--- config.mk ---
export PLATFORM = sky130hd
export DESIGN_NAME = crc16_frame_checker_core
export DESIGN_NICKNAME = d
export VERILOG_FILES = /design/src/sv/crc16fc_pkg.sv /design/src/sv/crc16fc_in_reg.sv /design/src/sv/crc16fc_frame.sv /design/src/sv/crc16fc_out_reg.sv /design/src/sv/crc16_frame_checker_core.sv
export SDC_FILE = /design/constraint.sdc
export NUM_CORES = 1
export LEC_CHECK = 0
export BUFFER_PORTS_ARGS = -buffer_cell sky130_fd_sc_hd__buf_2
export CELL_PAD_IN_SITES_DETAIL_PLACEMENT = 0
export CELL_PAD_IN_SITES_GLOBAL_PLACEMENT = 1
export CORE_ASPECT_RATIO = 1.2
export CORE_MARGIN = 5
export CORE_UTILIZATION = 35
export CTS_BUF_LIST = sky130_fd_sc_hd__clkbuf_8
export DETAILED_ROUTE_END_ITERATION = 7
export PLACE_DENSITY = 0.67
export SETUP_SLACK_MARGIN = 0.5
export SLEW_MARGIN = 5
export SYNTH_ARGS = -nofsm -noshare
export SYNTH_HDL_FRONTEND = slang
export SYNTH_HIERARCHICAL = 1
export SYNTH_SLANG_ARGS = --single-unit
--- constraint.sdc ---
create_clock -name i_clk -period 8.1 [get_ports i_clk]
set_clock_uncertainty 0.15 [all_clocks]
set_input_delay 0.81 -clock i_clk [delete_from_list [all_inputs] [get_ports i_clk]]
set_output_delay 0.81 -clock i_clk [all_outputs]
set_load 0.01 [all_outputs]
--- src/sv/crc16fc_pkg.sv ---
// Shared types, constants and the byte-wide CRC-16/MODBUS update for the frame checker.
package crc16fc_pkg;

    localparam int LEN_WIDTH_DEF = 16;

    localparam logic [15:0] CRC_POLY = 16'hA001;
    localparam logic [15:0] CRC_INIT = 16'hFFFF;

    // Bytes of a frame that are not payload: header, five header fields,
    // two length bytes, two CRC bytes and the trailer.
    localparam int FRAME_OVERHEAD = 11;

    localparam int IN_TDATA_W  = 8;
    localparam int OUT_TDATA_W = 64;
    localparam int RES_W       = 58;

    localparam int NUM_FIELDS = 5;
    localparam int DLY_DEPTH  = 3;

    // Configuration register indexes.
    localparam logic CFG_HEADER  = 1'b0;
    localparam logic CFG_TRAILER = 1'b1;

    typedef enum logic [1:0] {
        ST_OK     = 2'd0,
        ST_FORMAT = 2'd1,
        ST_CRC    = 2'd2
    } t_status;

    typedef struct packed {
        logic       we;
        logic       index;
        logic [7:0] data;
    } t_cfg_wr;

    // Packed so that status sits in the lowest bits.
    typedef struct packed {
        logic [15:0] payload_len;
        logic [7:0]  seq_number;
        logic [7:0]  flag_bits;
        logic [7:0]  command;
        logic [7:0]  src_addr;
        logic [7:0]  dst_addr;
        t_status     status;
    } t_result;

    // One byte through the reflected CRC, eight bit steps.
    function automatic logic [15:0] crc_byte(input logic [15:0] crc, input logic [7:0] b);
        logic [15:0] c;
        c = crc ^ {8'h00, b};
        for (int k = 0; k < 8; k++) begin
            c = c[0] ? ((c >> 1) ^ CRC_POLY) : (c >> 1);
        end
        return c;
    endfunction

endpackage

--- src/sv/crc16fc_in_reg.sv ---
// Input register stage that holds one accepted byte until the frame logic takes it.
module crc16fc_in_reg (
    input  logic       i_clk,
    input  logic       i_rst_n,
    input  logic       i_valid,
    input  logic [7:0] i_byte,
    input  logic       i_last,
    input  logic       i_advance,
    output logic       o_ready,
    output logic       o_valid,
    output logic [7:0] o_byte,
    output logic       o_last
);

    logic       r_valid;
    logic       n_valid;
    logic [7:0] r_byte;
    logic       r_last;

    assign o_ready = !r_valid || i_advance;

    always_comb begin
        n_valid = r_valid;
        if (i_valid && o_ready) begin
            n_valid = 1'b1;
        end else if (i_advance) begin
            n_valid = 1'b0;
        end
    end

    always_ff @(posedge i_clk) begin
        if (!i_rst_n) begin
            r_valid <= 1'b0;
        end else begin
            r_valid <= n_valid;
        end
    end

    always_ff @(posedge i_clk) begin
        if (i_valid && o_ready) begin
            r_byte <= i_byte;
            r_last <= i_last;
        end
    end

    assign o_valid = r_valid;
    assign o_byte  = r_byte;
    assign o_last  = r_last;

endmodule

--- src/sv/crc16fc_frame.sv ---
// Frame state, running CRC, delay line and the end-of-frame checks.
module crc16fc_frame #(
    parameter int LEN_WIDTH = crc16fc_pkg::LEN_WIDTH_DEF
) (
    input  logic                 i_clk,
    input  logic                 i_rst_n,
    input  crc16fc_pkg::t_cfg_wr i_cfg,
    input  logic                 i_advance,
    input  logic [7:0]           i_byte,
    input  logic                 i_last,
    output logic                 o_res_valid,
    output crc16fc_pkg::t_result o_res
);

    localparam logic [15:0] LenMask16 = 16'((32'd1 << LEN_WIDTH) - 1);
    localparam logic [LEN_WIDTH-1:0] Overhead = LEN_WIDTH'(crc16fc_pkg::FRAME_OVERHEAD);

    logic [7:0]           r_header_byte;
    logic [7:0]           r_trailer_byte;

    logic [LEN_WIDTH-1:0] r_count;
    logic [LEN_WIDTH-1:0] n_count;
    logic [15:0]          r_crc;
    logic [15:0]          n_crc;
    logic [7:0]           r_dly [crc16fc_pkg::DLY_DEPTH];
    logic                 r_hdr_ok;
    logic                 n_hdr_ok;
    logic [7:0]           r_fields [crc16fc_pkg::NUM_FIELDS];
    logic [7:0]           n_fields [crc16fc_pkg::NUM_FIELDS];
    logic [15:0]          r_len;
    logic [15:0]          n_len;

    logic [LEN_WIDTH-1:0] total;
    logic [LEN_WIDTH-1:0] expect_total;
    logic [15:0]          recv_crc;
    logic                 count_sat;

    always_ff @(posedge i_clk) begin
        if (!i_rst_n) begin
            r_header_byte  <= 8'h00;
            r_trailer_byte <= 8'h00;
        end else if (i_cfg.we) begin
            unique case (i_cfg.index)
                crc16fc_pkg::CFG_HEADER:  r_header_byte  <= i_cfg.data;
                crc16fc_pkg::CFG_TRAILER: r_trailer_byte <= i_cfg.data;
                default: ;
            endcase
        end
    end

    assign count_sat = (r_count == '1);

    always_comb begin
        n_hdr_ok = r_hdr_ok;
        if (r_count == '0) begin
            n_hdr_ok = (i_byte == r_header_byte);
        end
        for (int i = 0; i < crc16fc_pkg::NUM_FIELDS; i++) begin
            n_fields[i] = (r_count == LEN_WIDTH'(i + 1)) ? i_byte : r_fields[i];
        end
        n_len = r_len;
        if (r_count == LEN_WIDTH'(6)) begin
            n_len = {i_byte, 8'h00};
        end else if (r_count == LEN_WIDTH'(7)) begin
            n_len = {r_len[15:8], i_byte};
        end
        // The oldest delayed byte enters the CRC once it is past the header byte.
        n_crc = (r_count >= LEN_WIDTH'(4)) ? crc16fc_pkg::crc_byte(r_crc, r_dly[2]) : r_crc;
        n_count = count_sat ? r_count : r_count + LEN_WIDTH'(1);
    end

    assign total        = n_count;
    assign expect_total = n_len[LEN_WIDTH-1:0] + Overhead;
    assign recv_crc     = {r_dly[0], r_dly[1]};

    always_comb begin
        o_res.dst_addr    = n_fields[0];
        o_res.src_addr    = n_fields[1];
        o_res.command     = n_fields[2];
        o_res.flag_bits   = n_fields[3];
        o_res.seq_number  = n_fields[4];
        o_res.payload_len = n_len & LenMask16;
        priority if (total < Overhead || !n_hdr_ok || i_byte != r_trailer_byte) begin
            o_res.status = crc16fc_pkg::ST_FORMAT;
        end else if (total != expect_total) begin
            o_res.status = crc16fc_pkg::ST_FORMAT;
        end else if (n_crc != recv_crc) begin
            o_res.status = crc16fc_pkg::ST_CRC;
        end else begin
            o_res.status = crc16fc_pkg::ST_OK;
        end
    end

    assign o_res_valid = i_advance && i_last;

    always_ff @(posedge i_clk) begin
        if (!i_rst_n || (i_advance && i_last)) begin
            r_count  <= '0;
            r_crc    <= crc16fc_pkg::CRC_INIT;
            r_hdr_ok <= 1'b0;
            r_len    <= 16'h0000;
            for (int i = 0; i < crc16fc_pkg::DLY_DEPTH; i++) begin
                r_dly[i] <= 8'h00;
            end
            for (int i = 0; i < crc16fc_pkg::NUM_FIELDS; i++) begin
                r_fields[i] <= 8'h00;
            end
        end else if (i_advance) begin
            r_count  <= n_count;
            r_crc    <= n_crc;
            r_hdr_ok <= n_hdr_ok;
            r_len    <= n_len;
            r_dly[2] <= r_dly[1];
            r_dly[1] <= r_dly[0];
            r_dly[0] <= i_byte;
            for (int i = 0; i < crc16fc_pkg::NUM_FIELDS; i++) begin
                r_fields[i] <= n_fields[i];
            end
        end
    end

endmodule

--- src/sv/crc16fc_out_reg.sv ---
// Result register that holds one frame report until the downstream side takes it.
module crc16fc_out_reg (
    input  logic                                i_clk,
    input  logic                                i_rst_n,
    input  logic                                i_load,
    input  crc16fc_pkg::t_result                i_res,
    input  logic                                i_ready,
    output logic                                o_space,
    output logic                                o_valid,
    output logic [crc16fc_pkg::OUT_TDATA_W-1:0] o_data
);

    logic                 r_valid;
    logic                 n_valid;
    crc16fc_pkg::t_result r_res;

    assign o_space = !r_valid || i_ready;

    always_comb begin
        n_valid = r_valid;
        if (i_load) begin
            n_valid = 1'b1;
        end else if (i_ready) begin
            n_valid = 1'b0;
        end
    end

    always_ff @(posedge i_clk) begin
        if (!i_rst_n) begin
            r_valid <= 1'b0;
        end else begin
            r_valid <= n_valid;
        end
    end

    always_ff @(posedge i_clk) begin
        if (i_load) begin
            r_res <= i_res;
        end
    end

    assign o_valid = r_valid;
    assign o_data  = crc16fc_pkg::OUT_TDATA_W'(r_res);

endmodule

--- src/sv/crc16_frame_checker_core.sv ---
// Top level of the CRC-16/MODBUS frame checker: input stage, frame logic, result register.
// A last byte is registered in the input register, and its report in the result register.
// Throughput: one byte beat per cycle; the input register, one pass of frame logic with a
// byte-wide unrolled CRC and the result register let beats follow each other back to back.
// A last beat waits in the input register only while an earlier report is still not taken.
// Reset (i_rst_n low at a clock edge) empties both registers and clears the frame state and the
// header and trailer configuration bytes to zero.
module crc16_frame_checker_core #(
    parameter int LEN_WIDTH = crc16fc_pkg::LEN_WIDTH_DEF
) (
    input  logic                                i_clk,
    input  logic                                i_rst_n,
    // Configuration: index 0 header byte, index 1 trailer byte.
    input  logic                                i_cfg_we,
    input  logic                                i_cfg_index,
    input  logic [7:0]                          i_cfg_data,
    // Byte stream in.
    input  logic                                s_axis_tvalid,
    output logic                                s_axis_tready,
    // tdata: [7:0] frame_byte
    input  logic [crc16fc_pkg::IN_TDATA_W-1:0]  s_axis_tdata,
    // tlast: last_byte
    input  logic                                s_axis_tlast,
    // Frame reports out.
    output logic                                m_axis_tvalid,
    input  logic                                m_axis_tready,
    // tdata: [1:0] status, [9:2] dst_addr, [17:10] src_addr, [25:18] command,
    // [33:26] flag_bits, [41:34] seq_number, [57:42] payload_len, [63:58] zero
    output logic [crc16fc_pkg::OUT_TDATA_W-1:0] m_axis_tdata
);

    crc16fc_pkg::t_cfg_wr cfg;
    crc16fc_pkg::t_result res;

    logic       in_valid;
    logic [7:0] in_byte;
    logic       in_last;
    logic       advance;
    logic       out_space;
    logic       res_valid;

    assign cfg.we    = i_cfg_we;
    assign cfg.index = i_cfg_index;
    assign cfg.data  = i_cfg_data;

    // A byte held in the input register moves through the frame logic when it advances.
    // Only a last byte produces a report, so only a last byte has to wait for room in
    // the result register; every other byte advances at once.
    assign advance = in_valid && (!in_last || out_space);

    crc16fc_in_reg u_in_reg (
        .i_clk     (i_clk),
        .i_rst_n   (i_rst_n),
        .i_valid   (s_axis_tvalid),
        .i_byte    (s_axis_tdata),
        .i_last    (s_axis_tlast),
        .i_advance (advance),
        .o_ready   (s_axis_tready),
        .o_valid   (in_valid),
        .o_byte    (in_byte),
        .o_last    (in_last)
    );

    // The frame logic counts bytes, captures the header fields and the length, runs the
    // CRC over the byte three places back and, on the last byte, forms the report.
    crc16fc_frame #(
        .LEN_WIDTH (LEN_WIDTH)
    ) u_frame (
        .i_clk       (i_clk),
        .i_rst_n     (i_rst_n),
        .i_cfg       (cfg),
        .i_advance   (advance),
        .i_byte      (in_byte),
        .i_last      (in_last),
        .o_res_valid (res_valid),
        .o_res       (res)
    );

    crc16fc_out_reg u_out_reg (
        .i_clk   (i_clk),
        .i_rst_n (i_rst_n),
        .i_load  (res_valid),
        .i_res   (res),
        .i_ready (m_axis_tready),
        .o_space (out_space),
        .o_valid (m_axis_tvalid),
        .o_data  (m_axis_tdata)
    );

endmodule

Word level (Yosys, flattened, before mapping)
Memories as Yosys holds them, arrays and structs flattened. Index checks and enable logic that the tools add are counted. Widths: inputs -> output; s select.

Flip-flop bits (word level): 134. Memory bits (writable): 64. Bits of input ports: 23. Memories kept: 2.

Memories: u_frame.r_fields (depth 5, width 8, rd ports 5, clocked after Yosys merged registers in 0, wr ports 5, line crc16fc_frame.sv:28) `logic [7:0] r_fields [crc16fc_pkg::NUM_FIELDS];`; u_frame.r_dly (depth 3, width 8, rd ports 3, clocked after Yosys merged registers in 0, wr ports 3, line crc16fc_frame.sv:25) `logic [7:0] r_dly [crc16fc_pkg::DLY_DEPTH];`.

Add/sub/neg operators: 2. Magnitude comparators: 2. Equality and inequality tests: 12. Mux-type cells: 36. Bitwise gates (word level): 18. Reduce and logical (&&, ||, !) cells: 20.

Operators with widths (count): $mux 16 (11); $mux 8 (14); $eq 16x3->1 const B (4); $eq 16x2->1 const B (2); $ne 16x16->1 (2); $not 2->3 (8); $add 16x1->16 const B (1); $add 16x4->16 const B (1); $eq 16x1->1 const B (1); $eq 16x16->1 const B (1); $ge 16x3->1 const B (1); $logic_not 16->1 (1); $lt 16x4->1 const B (1); $xor 16x8->16 (1); $mux 1 (10); $eq 8x8->1 (1); $ne 8x8->1 (1); $or 1x1->1 (8); $logic_or 1x1->1 (6); $logic_not 1->1 (5); $reduce_and 2->1 (2); $reduce_bool 2->1 (2); $logic_and 1x1->1 (3); $mux 2 (1); 2 further kinds (2).

Logic depth before layout (Yosys ltp)
Gate-level depths: netlist of run 1. An unclocked memory read counts as a cell.

Depth after elaboration: 21. Mapped depth: 17. Mapped depth without buffers: 15.

Modules after synthesis
Netlist of run 1, hierarchy kept.

By module, submodules not included: crc16fc_frame (instances 1, cells each 821, area an instance 7877.6 um^2, seq. area each 3223.1 um^2); crc16fc_out_reg (instances 1, cells each 69, area an instance 1839.3 um^2, seq. area each 1761.7 um^2); crc16fc_in_reg (instances 1, cells each 14, area an instance 327.8 um^2, seq. area each 290.3 um^2); crc16_frame_checker_core (instances 1, cells each 2, area an instance 11.3 um^2, seq. area each 0.0 um^2).

Worst setup path after synthesis of run 1
OpenSTA, ideal clock, no wires.

Kind: input -> register. Start point: in m_axis_tready. End point: mem u_frame.r_dly[0][0], enable pin. Library setup time: 0.424 ns. Arrival time: 3.030 ns. Required time: 7.526 ns. Setup slack: 4.497 ns. Cell stages on the path: 7. Cells stage by stage: nand2b_4 > inv_1 > a21boi_1 > clkbuf_1 > inv_1 > clkbuf_1 > nand2_1.

RTL lines: start: declaration (line crc16_frame_checker_core.sv:26) `input logic m_axis_tready,`; end: declaration (line crc16fc_frame.sv:25).

Final worst setup path of run 1
Start point: reg u_frame.r_count[0]. End point: reg u_out_reg.r_res (netlist bit u_out_reg/o_data[1]), data pin.

Cells in the longest elaborated chain, start to end: 6. Elaborated cells between the ends (all ways): 20.

Ends and longest elaborated chain: start: declaration (line crc16fc_frame.sv:21) `logic [LEN_WIDTH-1:0] r_count;`; start signal: assignment (line crc16fc_frame.sv:109) `r_count <= n_count;`; $add 16x1->16, or another cell as far along (line crc16fc_frame.sv:69) `n_count = count_sat ? r_count : r_count + LEN_WIDTH'(1);`; $mux 16, or another cell as far along (line crc16fc_frame.sv:69); $lt 16x4->1, or another cell as far along (line crc16fc_frame.sv:83) `priority if (total < Overhead || !n_hdr_ok || i_byte != r_trailer_byte) begin`; $logic_or 1x1->1 or $add 16x4->16 (tied branches) (line crc16fc_frame.sv:83, crc16fc_frame.sv:73); $logic_or 1x1->1 or $ne 16x16->1 (tied branches) (line crc16fc_frame.sv:83, crc16fc_frame.sv:85); $reduce_or 2->1 (no source line); end signal: assignment (line crc16fc_out_reg.sv:38) `r_res <= i_res;`; end: declaration (line crc16fc_out_reg.sv:15) `crc16fc_pkg::t_result r_res;`.

Parallel ways exist; a longest one is shown, timed or not. A chain may end at the register's enable or synchronous reset.

==> reports/metrics.cfg, run 1 <==
[drt]
viasPerCell=5.085
routed_wl_um=24880
drc_errors=0
drtPass1Iterations=5
drt_iter0_markers=553
antenna_left=0
avgRoutedWirePerCell_um=18.39
num_vias=6880

[timing]
setup_violations=0
worstMarginPinSlew_ns=0.9578
fin_crit_ns=4.780
fmax_ghz=0.2092
rsz0062_at_grt=false
fin_crit_sh_pct=59.01
hold_violations=0
finalSetupTns_ns=0
slew_viol_final=0
slew_headroom_pct=36.08

[global_routing]
track_usage_pct=15.62
grt_pass1_wl_um=39190
grt_start_max_net_pins=65
grt_pass1_vias=6789
antenna_found_initial=0
grt_overflow=0

[die]
die_h_um=195.7
dieWidth_um=164.7
rows=68
start_util_pct=35.18
coreArea_mm2=0.02859
dieArea_mm2=0.03224
io_pins=89

[critical_path]
cp-end-kind=register
critical-path-top-delay-family=simple AND/OR/NAND/NOR gates
cp-startpoint=u_frame/r_count[0]$_SDFFE_PP0P_
critPathMaxStageDelay_ns=0.80
crit_type=register to register
path_buf_inv=0
slowest_stage=and4_1
cp.arrival_ns=4.88
worstReg2RegStart=u_frame/r_count[0]$_SDFFE_PP0P_
cp-start-kind=register
cp_max_fo=17
path_cells=ha_1 -> nor4bb_1 -> and4_1 -> mux2_2 -> nand2_1 -> ha_1 -> xor2_1 -> nor2_1 -> a311o_1 -> xor2_1 -> a32oi_1 -> o32ai_1 -> o221a_2 -> and4b_1
crit_required_ns=8.20

[logic_synthesis]
syn_avg_cell_area_um2=11.10
netlist_area_mm2=0.01006
synth_edf_count=131
synth_top_family_by_area=simple AND/OR/NAND/NOR gates
async_flop_share_pct=0
synth_ff_type=edfxtp_1
ys_warn_count=6
ys_seq_elements=198
synth_compound_area_share_pct=7.366
synth.top_cells.by_area=edfxtp_1, dfxtp_1, mux2i_1
netlist_instances=906
synth-simple-area-share_pct=17.69
synth.yosys.seq_area_share_pct=52.46
synth.top_cell.area_share_pct=39.12
synth_cell_type_count=71
synth_adder_area_share_pct=0.6221
yosysTopAreaCell=edfxtp_1
synth-xor-area-share_pct=8.386
synth_mux_area_share_pct=9.270

[clock_tree]
cts_buffers=17
cts_tree=yes
clock_sinks=198
cts.htree.levels=4
cts-resized-gates=0
clockRootBuffer=clkbuf_8
postCtsHoldBufs=0
clk_latency_ns=0.50
cts.path.max_buffers=2
post_cts_buffers=0
clkTransAtPathRegs_ns=0.10

[power_and_ir_drop]
p_leak_uw=0.004276
peakVddDrop_mv=0.1201
clockPowerShare_pct=33.4
power.share.sequential_pct=57.2
swShare_pct=26.57
pwr-share-comb_pct=9.4
switching_power_uw=539.8
power_density_mw_per_mm2=182.4
p_int_uw=1492

[final_layout]
insertedDiodeCount=0
area_growth_pct=10.80
postLayoutCellArea_mm2=0.01114
layout-drive-gt1-share_pct=18.90
final_nets=983
n_fill_cell=2860

[run_status]
status=completed

[placement]
place.gp.congestion=0.8465
placed_area_mm2=0.01072
io_buffers=82
place_hpwl_um=16910

[hold_path]
min_path_type=register to register
hp-start=u_frame/r_trailer_byte[0]$_SDFFE_PN0P_

[job]
maxCapViolations=0

Yosys cell counts (5+ instances only):
library cell / count
nor3_1: 17
inv_1: 27
edfxtp_1: 131
dfxtp_1: 67
and3_1: 30
clkbuf_1: 40
o21ai_0: 22
and2_1: 43
nand2_1: 68
and4_1: 7
xor2_1: 46
a31oi_1: 6
a21oi_1: 26
mux2_2: 36
mux2i_1: 50
nand4_1: 10
nor2b_1: 10
nor2_1: 63
nand3_1: 21
nand2b_1: 6
nor4_1: 9
a211oi_1: 9
xnor2_1: 45
ha_1: 5
o211ai_1: 9
buf_2: 11
buf_4: 9
a21boi_0: 8
cell type report:
type | count | area, um^2 | share of cell area (%)
well taps | 385 | 481.7 | 4.323
multi-input cells | 622 | 4397 | 39.46
flip-flops and latches | 198 | 5275 | 47.34
repair buffers | 89 | 462.9 | 4.155
clock inverters | 15 | 190.2 | 1.707
inverters | 27 | 101.3 | 0.9096
clock buffers | 17 | 234.0 | 2.100
per-layer routing:
layer,GRT usage [%],wire (um)
met1,21.04,11370
met5,0,0
met3,2.816,898
met2,25.39,12080
met4,5.208,529
tightest hold or removal path, cell delays in order (launching register included):
cell and delay, ns:
dfxtp_1 0.33, nand2_1 0.05, a21boi_0 0.06
per-stage QoR:
step	cells	util, %	setup WS (ns)	total power (uW)	hold slack [ns]
3_3_place_gp	1321	37.49	3.542	1377	0.3179
3_5_place_dp	1321	37.49	3.389	1378	0.3202
4_1_cts	1353	38.98	3.393	2057	0.3134
6_report	1353	38.98	3.320	2032	0.3314
2_1_floorplan	911	-	4.497	1311	0.3044
5_1_grt	1353	38.98	3.123	2117	0.3104
cells in the final DEF (no fill, tap or decap), types with 22 or more instances in the layout:
master	count
buf_2	82
and2_1	43
mux2_2	36
xor2_1	46
nor2_1	62
mux2i_1	50
nand2_1	67
and3_1	30
o21ai_0	22
a21oi_1	26
xnor2_1	45
inv_1	26
edfxtp_1	131
dfxtp_1	67
logic make-up (layout without fill, tap and decap cells):
family,count (synthesis),in the layout
compound gates,109,109
xor+xnor,93,93
fa+ha+maj,5,5
buf+inv,91,148
flops,198,198
mux,88,88
other cells,1,6
simple gates,321,321
state kept, by name (all words and copies together) (netlist names):
signal	flops
u_in_reg/o_byte	8
u_frame/r_fields	40
u_frame/r_trailer_byte	8
u_frame/r_crc	16
u_in_reg/o_last	1
u_frame/r_dly	24
u_frame/r_hdr_ok	1
u_out_reg/o_valid	1
u_in_reg/o_valid	1
u_frame/r_header_byte	8
u_out_reg/o_data	58
u_frame/r_len	16
u_frame/r_count	16
power groups by stage:
| stage | Combinational (uW) | Clock, uW | Sequential (uW) |
|---|---|---|---|
| 6_report | 191 | 679 | 1160 |
| 3_5_place_dp | 192 | 0 | 1190 |
| 4_1_cts | 194 | 700 | 1160 |
| 3_3_place_gp | 193 | 0 | 1180 |
| 2_1_floorplan | 137 | 0 | 1170 |
| 5_1_grt | 210 | 739 | 1170 |
final timing paths:
| path | end | slack, ns | cells past startpoint |
|---|---|---|---|
| setup / recovery | u_out_reg/o_data[1]$_DFFE_PP_ | 3.32 | 14 |
| hold / removal | u_frame/r_trailer_byte[0]$_SDFFE_PN0P_ | 0.33 | 2 |
| setup reg to reg | u_out_reg/o_data[1]$_DFFE_PP_ | 3.32 | 14 |
| hold reg to reg | u_frame/r_trailer_byte[0]$_SDFFE_PN0P_ | 0.33 | 2 |
Note: power is estimated with default switching activity, not from simulation.
==> inputs of run 2 (changes only) <==
ABC_AREA = 1   (was default)
PLACE_DENSITY = 0.72   (was 0.67)
clock period = 4.13 ns   (was 8.1 ns; I/O delays follow)
==> run 2 against run 1 <==
  * Sequential power grew 100%
  * Via count up 20%
  * Non-clock buffer count grew 16
  * Routed wire length up 9.0%
  * Sequential share of layout area decreased by 1.6 points
  * Worst setup slack worse by 2.4 ns
  * Global-route usage rose by 1.1 points
  * Critical path depth is 2 higher
  * Fmax grew 49%
  * Critical path type unchanged
  * Highest routed layer unchanged
==> reports/metrics.cfg, run 2 <==
[timing]
worstMarginPinSlew_ns=0.9327
fin_crit_sh_pct=77.91
fin_crit_ns=3.218
finalSetupTns_ns=0
setup_violations=0
slew_headroom_pct=37.30
fmax_ghz=0.3108
worst_slack_ns=0.9123
hold_violations=0
rsz0062_at_grt=false
slew_viol_final=0

[drt]
drtPass1Iterations=5
drc_errors=0
avgRoutedWirePerCell_um=15.62
routed_wl_um=27120
antenna_left=0
viasPerCell=4.768
num_vias=8278
drt_iter0_markers=582

[critical_path]
cp-start-kind=register
worstReg2RegStart=u_frame/r_count[0]$_SDFFE_PP0P_
cp_max_fo=26
path_buf_inv=2
cp.arrival_ns=3.41
critPathMaxStageDelay_ns=0.46
cp-startpoint=u_frame/r_count[0]$_SDFFE_PP0P_
critical-path-top-delay-family=simple AND/OR/NAND/NOR gates
crit_type=register to register
slowest_stage=dfxtp_1
crit_required_ns=4.32
path_cells=ha_1 -> nand2_1 -> nor2_2 -> nand2_2 -> nor2_4 -> inv_2 -> nand2_1 -> xor2_1 -> inv_1 -> nand2_1 -> nand2_1 -> nor2_1 -> nand2_1 -> nor2_2 -> nand3_2 -> nor2_1
crit_top_cell=nand2_1
cp-end-kind=register

[placement]
io_buffers=82
place_hpwl_um=18940
place.gp.congestion=0.8245
pre_cts_ws_ns=0.6830

[logic_synthesis]
synth_most_common_cell=nand2_1
synth_cell_type_count=44
async_flop_share_pct=0
synth.top_cell.area_share_pct=38.43
synth_adder_area_share_pct=0.6111
synth-xor-area-share_pct=3.764
synth_top_family_by_area=simple AND/OR/NAND/NOR gates
synth.yosys.seq_area_share_pct=51.53
yosys-top-cells-count=nand2_1, inv_1, nor2_1
synth-simple-area-share_pct=25.82
synth_compound_area_share_pct=9.533
ys_seq_elements=198
ys_warn_count=6
synth_edf_count=131
synth_mux_area_share_pct=0
netlist_instances=1259
synth.top_cells.by_area=edfxtp_1, dfxtp_1, nand2_1
yosysTopAreaCell=edfxtp_1
netlist_area_mm2=0.01024
syn_avg_cell_area_um2=8.131
synth_ff_type=edfxtp_1

[final_layout]
n_fill_cell=2959
layout-drive-gt1-share_pct=13.18
area_growth_pct=12.72
layout_commonest_cell=nand2_1
largest_register_ff_count=58
mostFrequentLayoutCells=nand2_1, inv_1, nor2_1
insertedDiodeCount=0
final_nets=1366

[die]
coreArea_mm2=0.02884
io_pins=89
rows=68
die_h_um=197.4
dieArea_mm2=0.03278
start_util_pct=35.49
dieWidth_um=166.1

[clock_tree]
cts.htree.levels=4
cts.path.max_buffers=2
cts_buffers=17
clkTransAtPathRegs_ns=0.10
clock_sinks=198
cts_tree=yes
clockRootBuffer=clkbuf_8
clk_latency_ns=0.49

[hold_path]
hp-start=i_cfg_data[0]
min_path_type=input port to register

[global_routing]
grt_start_max_net_pins=65
grt_pass1_wl_um=43400
grt_overflow=0
grt_pass1_vias=7970
track_usage_pct=16.74
antenna_found_initial=0

[power_and_ir_drop]
power_density_mw_per_mm2=391.0
p_leak_uw=0.005212
peakVddDrop_mv=0.2691

[job]
maxCapViolations=0

[run_status]
status=completed

[run 2: worst paths after layout]
kind,cells past startpoint,end,slack [ns]
worst max-delay path,16,u_out_reg/o_data[1]$_DFFE_PP_,0.91
worst min-delay path,3,u_frame/r_header_byte[0]$_SDFFE_PN0P_,0.03
worst max register to register,16,u_out_reg/o_data[1]$_DFFE_PP_,0.91
worst min register to register,2,u_frame/r_header_byte[1]$_SDFFE_PN0P_,0.33
[run 2: cell type report]
cell class | instances | area [um^2] | share of cell area, %
clock inverters | 15 | 196.4 | 1.702
well taps | 385 | 481.7 | 4.174
multi-input cells | 852 | 4111 | 35.63
repair buffers | 105 | 625.6 | 5.421
clock buffers | 17 | 234.0 | 2.028
flip-flops and latches | 198 | 5275 | 45.71
inverters | 164 | 615.6 | 5.334
[run 2: what timing repair did]
item                                    CTS  global route
gates resized for setup                   0             1
hold endpoints to repair                 12             0
hold buffers                             12             0
buffers inserted                          0             2
endpoints found under the setup margin    0             2
[run 2: cells by family (layout without fill, tap and decap cells)]
| logic type | count (synthesis) | after routing |
|---|---|---|
| fa+ha+maj | 5 | 5 |
| compound gates | 179 | 179 |
| buf+inv | 214 | 301 |
| other cells | 1 | 6 |
| xor+xnor | 44 | 44 |
| simple gates | 618 | 618 |
| flops | 198 | 198 |
[run 2: per-stage QoR]
stage	hold WS, ns	util, %	std cells	power (uW)	cell area (um^2)
floorplan	0.2933	-	1264	2947	10260
global placement	0.3078	38.04	1690	3179	10970
detailed placement	0.3208	38.04	1690	3184	10970
CTS	0.0009353	39.95	1734	4561	11520
global route	0.01458	40.01	1736	4770	11540
finish	0.03316	40.01	1736	4512	11540
[run 2: report_power, final]
part	switching [uW]	internal (uW)	total (uW)	leakage, uW
clock network	751	618	1370	0.000216
logic	544	257	802	0.00313
registers	90.7	2250	2340	0.00187
[run 2: worst reg2reg max path, stage by stage (launching register included)]
cell and delay (ns):
dfxtp_1 0.46, ha_1 0.26, nand2_1 0.10, nor2_2 0.29, nand2_2 0.22, nor2_4 0.17, inv_2 0.21, nand2_1 0.19
xor2_1 0.38, inv_1 0.08, nand2_1 0.08, nand2_1 0.05, nor2_1 0.09, nand2_1 0.07, nor2_2 0.10, nand3_2 0.09
nor2_1 0.11
[run 2: per-layer routing]
layer,GRT usage [%],vias up,routed length (um)
met2,29.13,162,13510
met3,2.722,26,978
met5,0,-,0
li1,-,4214,-
met1,21.64,3876,12110
met4,4.859,0,514
